--- config.mk ---
export PLATFORM = sky130hd
export DESIGN_NAME = chm_ctrl
export DESIGN_NICKNAME = d
export VERILOG_FILES = /design/src/hdl/chm_pkg.sv /design/src/hdl/chm_ctrl.sv
export SDC_FILE = /design/constraint.sdc
export NUM_CORES = 1
export LEC_CHECK = 0
export BUFFER_PORTS_ARGS = -buffer_cell sky130_fd_sc_hd__buf_2
export CAP_MARGIN = 5
export CORE_AREA = 2 2 39 41
export DETAILED_ROUTE_END_ITERATION = 8
export DIE_AREA = 0 0 41 43
export GPL_TIMING_DRIVEN = 0
export PLACE_DENSITY = 0.43
export SYNTH_ARGS = -nofsm -noshare
export SYNTH_HDL_FRONTEND = slang
export SYNTH_SLANG_ARGS = --single-unit
--- constraint.sdc ---
create_clock -name aclk -period 1.3 [get_ports aclk]
set_clock_uncertainty 0.2 [all_clocks]
set_input_delay 0.26 -clock aclk [delete_from_list [all_inputs] [get_ports aclk]]
set_output_delay 0.26 -clock aclk [all_outputs]
set_load 0.01 [all_outputs]
--- src/hdl/chm_pkg.sv ---
// shared types and codes for the chained hash map
`timescale 1ns / 1ps
package chm_pkg;
    localparam int unsigned BUCKETS_DEF = 256;
    localparam int unsigned SLOTS_DEF = 8;
    localparam int unsigned KEY_W = 32;
    localparam int unsigned VAL_W = 32;
    localparam int unsigned TOTAL_W = 12;

    typedef enum logic [1:0] {
        KIND_LOOKUP = 2'd0,
        KIND_INSERT = 2'd1,
        KIND_REMOVE = 2'd2,
        KIND_CLEAR  = 2'd3
    } kind_t;

    typedef enum logic [1:0] {
        ST_FOUND  = 2'd0,
        ST_ABSENT = 2'd1,
        ST_NEW    = 2'd2,
        ST_FULL   = 2'd3
    } status_t;

    // controller to datapath
    typedef struct packed {
        logic load;     // capture input beat, start reciprocal multiply
        logic hash;     // finish bucket index
        logic fetch;    // read bucket row and fill count
        logic compare;  // row data valid, evaluate
        logic commit;   // write back and form result
    } chm_cmd_t;

    // datapath to controller
    typedef struct packed {
        logic clear_busy;
    } chm_stat_t;
endpackage

--- src/hdl/chm_ctrl.sv ---
// controller state machine for the chained hash map
`timescale 1ns / 1ps
module chm_ctrl
    import chm_pkg::*;
(
    input  logic      aclk,
    input  logic      aresetn,
    input  logic      s_tvalid,
    output logic      s_tready,
    output logic      m_tvalid,
    input  logic      m_tready,
    input  chm_stat_t stat,
    output chm_cmd_t  cmd
);
    typedef enum logic [2:0] {S_IDLE, S_HASH, S_READ, S_EVAL, S_OUT} state_t;

    state_t state_reg, state_next;
    logic   mvalid_reg, mvalid_next;

    // accept only when result slot is free or leaving
    assign s_tready = (state_reg == S_IDLE) && !stat.clear_busy
                      && (!mvalid_reg || m_tready);
    assign m_tvalid = mvalid_reg;

    always_comb begin
        state_next  = state_reg;
        mvalid_next = mvalid_reg;
        cmd         = '0;
        if (mvalid_reg && m_tready) begin
            mvalid_next = 1'b0;
        end
        case (state_reg)
            S_IDLE: begin
                if (s_tvalid && s_tready) begin
                    cmd.load   = 1'b1;
                    state_next = S_HASH;
                end
            end
            S_HASH: begin
                cmd.hash   = 1'b1;
                state_next = S_READ;
            end
            S_READ: begin
                cmd.fetch  = 1'b1;
                state_next = S_EVAL;
            end
            S_EVAL: begin
                cmd.compare = 1'b1;
                state_next  = S_OUT;
            end
            S_OUT: begin
                cmd.commit  = 1'b1;
                mvalid_next = 1'b1;
                state_next  = S_IDLE;
            end
            default: state_next = S_IDLE;
        endcase
    end

    always_ff @(posedge aclk) begin
        if (!aresetn) begin
            state_reg  <= S_IDLE;
            mvalid_reg <= 1'b0;
        end else begin
            state_reg  <= state_next;
            mvalid_reg <= mvalid_next;
        end
    end
endmodule

==> results of run 1 <==
cells by family (layout without fill, tap and decap cells):
logic type             count (synthesis)  in the layout
and+or+nand+nor                       10             10
DFF                                    4              4
AOI/OAI and AO/OA                      3              3
buffers and inverters                  1             19
Yosys cell counts:
| master | n | share of area |
|---|---|---|
| o211a_1 | 1 | 0.048 |
| and3b_2 | 1 | 0.048 |
| dfxtp_1 | 4 | 0.38 |
| nor2_2 | 1 | 0.030 |
| nor2b_4 | 1 | 0.066 |
| and2_2 | 1 | 0.036 |
| o21a_1 | 2 | 0.072 |
| and2_1 | 2 | 0.060 |
| nor3b_1 | 3 | 0.11 |
| buf_4 | 1 | 0.036 |
| nor4b_4 | 1 | 0.11 |
power breakdown:
part	switching (mW)	leakage, nW	internal (mW)	total (mW)
clock	0.0514	0.0138	0.103	0.155
sequential	0.00899	0.0353	0.126	0.135
combinational	0.0272	0.144	0.0466	0.0739
critical path: stages, from the launching register on:
cell     delay, ns
dfxtp_2       0.31
nor2b_4       0.13
nor4b_4       0.22
and2_4        0.18
buf_6         0.09
path summary, 6_finish.rpt:
| kind | from | end | slack, ns | cells after the start |
|---|---|---|---|---|
| setup reg to reg | state_reg[0] | state_reg[1] | 0.13 | 4 |
| hold reg to reg | state_reg[1] | state_reg[1] | 0.42 | 2 |
| hold / removal | aresetn | m_tvalid | 0.08 | 2 |
| setup / recovery | m_tvalid | cmd[4] | -0.32 | 4 |
area by class of cell:
cell class / count / area, um^2
Sequential cell: 4 / 92.6
Clock buffer: 3 / 22.5
Multi-Input combinational cell: 13 / 141
Buffer: 1 / 7.51
Timing Repair Buffer: 15 / 104
Tap cell: 16 / 20.0
Fill cell: 153 / 996
layout by cell type, fill, tap and decap left out, drive strengths merged:
master  count
buf        16
dfxtp       4
clkbuf      3
nor3b       3
and2        3
o21a        2
nor2        1
and3b       1
nor2b       1
nor4b       1
o211a       1
per-stage QoR:
step           TNS [ns]  instances
2_1_floorplan    -0.101         18
3_3_place_gp     -0.187         45
3_5_place_dp     -0.227         45
4_1_cts           -1.47         50
5_1_grt           -1.88         52
6_report          -1.46         52
repair_timing:
item | CTS | global route
resized for setup | 9 | 5
buffers inserted | 2 | 2
cloned | 0 | 0
endpoints found under the setup margin | 6 | 6
pin swaps | 2 | 3
routing by layer:
layer / track usage / routed length (um) / up-vias
li1: - / - / 99
met1: 0.0932 / 222 / 93
met2: 0.0938 / 229 / 15
met3: 0.0942 / 93 / 0
met4: 0.0200 / 0 / 0
met5: 0 / 0 / -
==> results.sh, run 1 <==
export IMPL_status="finished, violations left"
export IMPL_violations="setup timing"
export IMPL_worst_pin_slew_ns=0.271
export IMPL_post_place_ws_ns=-0.134
export IMPL_setup_worst_path_end_class="output port"
export IMPL_grt_pass1_vias=187
export IMPL_first_pass_iters=1
export IMPL_final_min_clock_period_ns=1.62
export IMPL_yosys_warnings=0
export IMPL_min_path_type="in2reg"
export IMPL_yosysSeqAreaShare=0.383
export IMPL_max_slew_margin=0.819
export IMPL_gp_congestion=0.684
export IMPL_syn_inst=18
export IMPL_cts_buffers=3
export IMPL_worst_slack_ns=-0.322
export IMPL_fin_util=0.280
export IMPL_cts_root_buf="clkbuf_4"
export IMPL_htreeDepth=1
export IMPL_dieArea_um2=1760
export IMPL_final_nets=43
export IMPL_synthesis_nets=23
export IMPL_setup_viol_count_final=6
export IMPL_powerDensity_nw_per_um2=938
export IMPL_cts_tree="built"
export IMPL_worstPathRequired_ns=0.84
export IMPL_largest_reg_flops=3
export IMPL_final_max_slew_viol_count=0
export IMPL_rsz0062_at_grt="yes"
export IMPL_path_max_fanout=2
export IMPL_pin_count=12
export IMPL_maxCapViolations=0
export IMPL_yosys_area_share_adder=0
export IMPL_drt_iter0_markers=0
export IMPL_grt_max_degree=7
export IMPL_clk_pin_slew_ns=0.04
export IMPL_fp_dieH_um=43
export IMPL_grt_use_total=0.0803
export IMPL_finalPower_uw=364
export IMPL_dp_hpwl_um=365
export IMPL_synthSimpleGateAreaFrac=0.461
export IMPL_synth_xor_area_frac=0
export IMPL_viasPerCell=3.98
export IMPL_fin_area_um2=388
export IMPL_remaining_drc_errors=0
export IMPL_finalHoldViolCount=0
export IMPL_rows=14
export IMPL_clk_latency_ns=0.24
export IMPL_diodes=0
export IMPL_clockBufferDepth=2
export IMPL_synth_compound_area_frac=0.120
export IMPL_ir_drop_mv=0.494
export IMPL_crit_arrival_ns=1.16
export IMPL_layout_drive_gt1_share=0.833
export IMPL_die_w_um=41
export IMPL_netlist_area_um2=209
export IMPL_grt_pass1_wl_um=876
export IMPL_synth_cell_type_count=11
export IMPL_fmax_mhz=617
export IMPL_timing_final_crit_share=1.25
export IMPL_synthMuxAreaShare=0
export IMPL_dpl_cell_area_um2=287
export IMPL_synth_seq_cells=4
export IMPL_core_area_um2=1380
export IMPL_critPathKind="reg2out"
export IMPL_cp_start_kind="flip-flop"
export IMPL_wl_per_cell_um=10.5
export IMPL_synth_top_family_by_area="simple AND/OR/NAND/NOR gates"
export IMPL_avgSynthCellArea_um2=11.6
export IMPL_grt_ovfl_total=0
export IMPL_routed_wl_um=544
export IMPL_ant_nets=0
export IMPL_hold_buffers=0
export IMPL_leakagePower_nw=0.193
export IMPL_vias=207
export IMPL_start_util=0.151
export IMPL_grt_antenna_before_repair=0
export IMPL_portBuffers=11
export IMPL_synthToLayoutAreaGrowth_pct=85.6
export IMPL_worst_hold_slack_ns=0.0829
export IMPL_clock_sinks=4
Note: power is estimated with default switching activity, not from simulation.
==> inputs of run 2 (changes only) <==
--- a/config.mk
+++ b/config.mk
@@ -13,4 +13,5 @@
 export GPL_TIMING_DRIVEN = 0
 export PLACE_DENSITY = 0.43
+export RECOVER_POWER = 50
 export SYNTH_ARGS = -nofsm -noshare
 export SYNTH_HDL_FRONTEND = slang
==> constraint.sdc (replaced) <==
create_clock -name aclk -period 1.3 [get_ports aclk]
set_clock_uncertainty 0.2 [all_clocks]
set_input_delay 0.195 -clock aclk [delete_from_list [all_inputs] [get_ports aclk]]
set_output_delay 0.195 -clock aclk [all_outputs]
set_load 0.01 [all_outputs]
==> run 2 against run 1 <==
  * The run still ends with setup timing left
  * Sequential power about the same
  * Critical path type unchanged
  * Global-route usage unchanged
  * Largest cell class unchanged
  * Register-to-register slack about the same
  * Final cell count unchanged
  * Clock power about the same
  * Largest power group unchanged
  * Critical endpoint unchanged
==> results.sh, run 2 (synthesis gave the netlist of run 1 again) <==
export IMPL_status="finished, violations left"
export IMPL_violations="setup timing"
export IMPL_max_slew_margin=0.819
export IMPL_path_max_fanout=2
export IMPL_die_w_um=41
export IMPL_fmax_mhz=642
export IMPL_grt_antenna_before_repair=0
export IMPL_dp_hpwl_um=365
export IMPL_largest_reg_flops=3
export IMPL_maxCapViolations=0
export IMPL_grt_max_degree=7
export IMPL_leakagePower_nw=0.189
export IMPL_drt_iter0_markers=0
export IMPL_vias=207
export IMPL_rows=14
export IMPL_start_util=0.151
export IMPL_fillCellCount=154
export IMPL_dp_cells=45
export IMPL_powerDensity_nw_per_um2=941
export IMPL_viasPerCell=3.98
export IMPL_rr_endpoint="state_reg[1]"
export IMPL_setup_viol_count_final=6
export IMPL_grt_pass1_wl_um=876
export IMPL_worst_slack_ns=-0.259
export IMPL_dieArea_um2=1760
export IMPL_min_path_type="in2reg"
export IMPL_final_min_clock_period_ns=1.56
export IMPL_startpoint="m_tvalid"
export IMPL_rsz0062_at_grt="yes"
export IMPL_critPathKind="reg2out"
export IMPL_grt_use_total=0.0803
export IMPL_clk_pin_slew_ns=0.04
export IMPL_hold_buffers=0
export IMPL_timing_final_crit_share=1.20
export IMPL_clk_latency_ns=0.24
export IMPL_top_layer="met3"
export IMPL_cp_start_kind="flip-flop"
export IMPL_pin_count=12
export IMPL_wl_met3_um=94
export IMPL_crit_arrival_ns=1.16
export IMPL_final_max_slew_viol_count=0
export IMPL_multi_input_area_um2=141
export IMPL_cts_buffers=3
export IMPL_layout_drive_gt1_share=0.806
export IMPL_fp_dieH_um=43
export IMPL_gp_congestion=0.684
export IMPL_diodes=0
export IMPL_post_place_ws_ns=-0.0688
export IMPL_ir_drop_mv=0.494
export IMPL_wl_per_cell_um=10.5
export IMPL_clockBufferDepth=2
export IMPL_synthToLayoutAreaGrowth_pct=85.0
export IMPL_layout_common_cells="7 x buf_2, 5 x buf_4, 3 x clkbuf_4, 3 x buf_6, 3 x dfxtp_4"
export IMPL_clock_sinks=4
export IMPL_first_pass_iters=1
export IMPL_setup_worst_path_end_class="output port"
export IMPL_core_area_um2=1380
export IMPL_final_cells=52
export IMPL_regToRegStartpoint="state_reg[0]"
export IMPL_grt_pass1_vias=187
export IMPL_rrSetupSlack_ns=0.13
export IMPL_cts_root_buf="clkbuf_4"
export IMPL_worst_pin_slew_ns=0.271
export IMPL_wl_met1_um=223
export IMPL_portBuffers=11
export IMPL_worstPathRequired_ns=0.90
export IMPL_routed_wl_um=546
export IMPL_remaining_drc_errors=0
export IMPL_grt_ovfl_total=0
export IMPL_final_common_cell="buf_2"
export IMPL_r2r_cells=4
export IMPL_finalHoldViolCount=0
export IMPL_final_nets=43
export IMPL_cts_tree="built"
export IMPL_route_met2_wl_um=229
export IMPL_ant_nets=0
export IMPL_regArea_um2=92.6
export IMPL_crit_end="cmd[4]"
export IMPL_worst_hold_slack_ns=0.0179
export IMPL_htreeDepth=1
export IMPL_finalPower_uw=364
==> run 2: cell count changes in the layout (fill, tap and decap cells not counted) <==
cell	change
buf_2	-1
clkbuf_1	+1
==> run 2: worst min-delay path by stage <==
stage                       start           end  slack (ns)  cells after the start
after floorplan           aresetn      m_tvalid        0.11                      1
after global placement    aresetn  state_reg[1]        0.24                      2
after detailed placement  aresetn      m_tvalid        0.26                      2
after CTS                 aresetn      m_tvalid       0.008                      2
after global routing      aresetn      m_tvalid        0.01                      2
final                     aresetn      m_tvalid        0.02                      2
==> run 2: final cells by class <==
cell class / count / area share
Buffer: 1 / 0.0194
Tap cell: 16 / 0.0518
Multi-Input combinational cell: 13 / 0.366
Clock buffer: 3 / 0.0583
Sequential cell: 4 / 0.239
Timing Repair Buffer: 15 / 0.265
==> run 2: where the power goes <==
part | switching [mW] | internal, mW | total, mW
combinational | 0.0272 | 0.0466 | 0.0738
sequential | 0.00900 | 0.126 | 0.135
clock | 0.0514 | 0.103 | 0.155
==> run 2: metrics by stage <==
step	instance area, um^2	setup TNS (ns)	utilization
6_report	387	-1.08	0.279
5_1_grt	387	-1.49	0.279
4_1_cts	354	-1.08	0.256
3_5_place_dp	287	-0.0734	0.207
3_3_place_gp	287	-0.0544	0.207
2_1_floorplan	211	-0.0360	-
==> run 2: repair_timing <==
item                                    4_1_cts  5_1_grt
endpoints found under the hold margin         0        0
gates resized for setup                       9        5
setup buffers                                 2        2
pin swaps                                     2        3
endpoints found under the setup margin        6        6
==> run 2: critical path, cell delays in order, from the launching register on <==
cell     delay, ns
dfxtp_2       0.31
nor2b_4       0.13
nor4b_4       0.22
and2_4        0.18
buf_6         0.09
==> run 2: per-layer routing <==
layer  up-vias  global-route usage
met3         0              0.0942
met1        93              0.0932
met2        15              0.0938
met5         -                   0
met4         0              0.0200
li1         99                   -
==> inputs of run 3 (changes only) <==
PLACE_DENSITY = 0.4   (was 0.43)
clock period = 1.8 ns   (was 1.3 ns; I/O delays follow)
==> run 3 against run 2 <==
  * The run now ends clean
  * Combinational power shrank 52%
  * Non-clock buffer count shrank 4
  * Via count shrank 13%
  * Highest routed layer unchanged
==> results.sh, run 3 (synthesis gave the netlist of run 1 again) <==
export IMPL_core_area_um2=1380
export IMPL_grt_pass1_wl_um=724
export IMPL_top_layer="met3"
export IMPL_cp_start_kind="flip-flop"
export IMPL_wl_met3_um=53
export IMPL_portBuffers=11
export IMPL_layout_drive_gt1_share=0.563
export IMPL_clockBufferDepth=2
export IMPL_wl_met1_um=146
export IMPL_routed_wl_um=435
export IMPL_cts_setup_buffers=0
export IMPL_final_min_clock_period_ns=1.69
export IMPL_critPathKind="reg2out"
export IMPL_start_util=0.151
export IMPL_ant_nets=0
export IMPL_powerDensity_nw_per_um2=825
export IMPL_clk_latency_ns=0.24
export IMPL_fp_dieH_um=43
export IMPL_viasPerCell=3.75
export IMPL_final_nets=39
export IMPL_vias=180
export IMPL_cts_tree="built"
export IMPL_tns_ns=0
export IMPL_fin_util=0.215
export IMPL_largest_reg_flops=3
export IMPL_die_w_um=41
export IMPL_worstPathRequired_ns=1.33
export IMPL_cts_resized=0
export IMPL_grt_antenna_before_repair=0
export IMPL_timing_final_crit_share=0.938
export IMPL_dp_hpwl_um=356
export IMPL_rows=14
export IMPL_grt_pass1_vias=190
export IMPL_diodes=0
export IMPL_layout_common_cells="10 x buf_2, 4 x dfxtp_1, 3 x nor3b_1, 3 x clkbuf_4, 2 x o21a_1"
export IMPL_gp_congestion=0.674
export IMPL_drt_iter0_markers=0
export IMPL_first_pass_iters=1
export IMPL_hold_buffers=0
export IMPL_grt_max_degree=7
export IMPL_remaining_drc_errors=0
export IMPL_final_common_cell="buf_2"
export IMPL_worst_pin_slew_ns=0.320
export IMPL_setup_worst_path_end_class="output port"
export IMPL_finalHoldViolCount=0
export IMPL_htreeDepth=1
export IMPL_status="complete, no violations"
export IMPL_rsz0062_at_grt="no"
export IMPL_max_slew_margin=0.786
export IMPL_grt_ovfl_total=0
export IMPL_grt_use_total=0.0693
export IMPL_wl_per_cell_um=9.06
export IMPL_route_met2_wl_um=235
export IMPL_pin_count=12
export IMPL_clk_pin_slew_ns=0.04
export IMPL_final_max_slew_viol_count=0
export IMPL_cts_buffers=3
export IMPL_crit_arrival_ns=1.22
export IMPL_cts_root_buf="clkbuf_4"
export IMPL_maxCapViolations=0
export IMPL_synthToLayoutAreaGrowth_pct=42.5
export IMPL_clock_sinks=4
export IMPL_dieArea_um2=1760
export IMPL_leakagePower_nw=0.155
export IMPL_path_max_fanout=3
export IMPL_ir_drop_mv=0.286
export IMPL_setup_viol_count_final=0
export IMPL_fmax_mhz=592
export IMPL_min_path_type="in2reg"
-- run 3: changes by cell type in the layout (fill, tap and decap cells not counted), moves of 2 or more --
cell | before | now
buf_4 | 5 | 1
dfxtp_1 | 0 | 4
buf_2 | 7 | 10
buf_6 | 3 | 0
dfxtp_4 | 3 | 0
and2_4 | 2 | 0
-- run 3: layout make-up --
cell class              count  area (um^2)
plain buffers               1         7.51
fillers                   167         1090
repair buffers             11         53.8
clock buffers               3         22.5
well taps                  16         20.0
flip-flops and latches      4         80.1
multi-input cells          13          114
-- run 3: power by group --
part	switching, mW	internal [mW]
logic	0.0151	0.0203
clock network	0.0374	0.0746
registers	0.00539	0.0930
total	0.0579	0.188
-- run 3: routing by layer --
| layer | global-route usage | vias to the layer above |
|---|---|---|
| met5 | 0 | - |
| met4 | 0.0200 | 0 |
| met3 | 0.0942 | 0 |
| met2 | 0.103 | 6 |
| met1 | 0.0482 | 83 |
| li1 | - | 91 |
-- run 3: worst max-delay path, stage by stage (launching register included) --
cell	delay, ns
dfxtp_1	0.32
nor2b_1	0.30
nor4b_4	0.08
and2_1	0.15
buf_2	0.13
-- run 3: path summary, 6_finish.rpt --
path                                    from      endpoint  slack (ns)  depth (start not counted)
worst min register to register  state_reg[0]  state_reg[0]        0.40                          2
worst min-delay path                 aresetn      m_tvalid        0.09                          2
worst max-delay path                m_tvalid        cmd[4]        0.11                          4
worst max register to register      m_tvalid  state_reg[0]        0.56                          3
-- run 3: per-stage QoR --
step	std cells	instance area [um^2]	setup WS [ns]	total power [mW]	hold WS [ns]
after floorplan	18	209	0.386	0.120	0.188
after global placement	45	284	0.382	0.136	0.330
after detailed placement	45	284	0.376	0.137	0.326
after CTS	48	307	0.113	0.255	0.0779
after global routing	48	298	0.0138	0.268	0.0978
final	48	298	0.111	0.246	0.0852
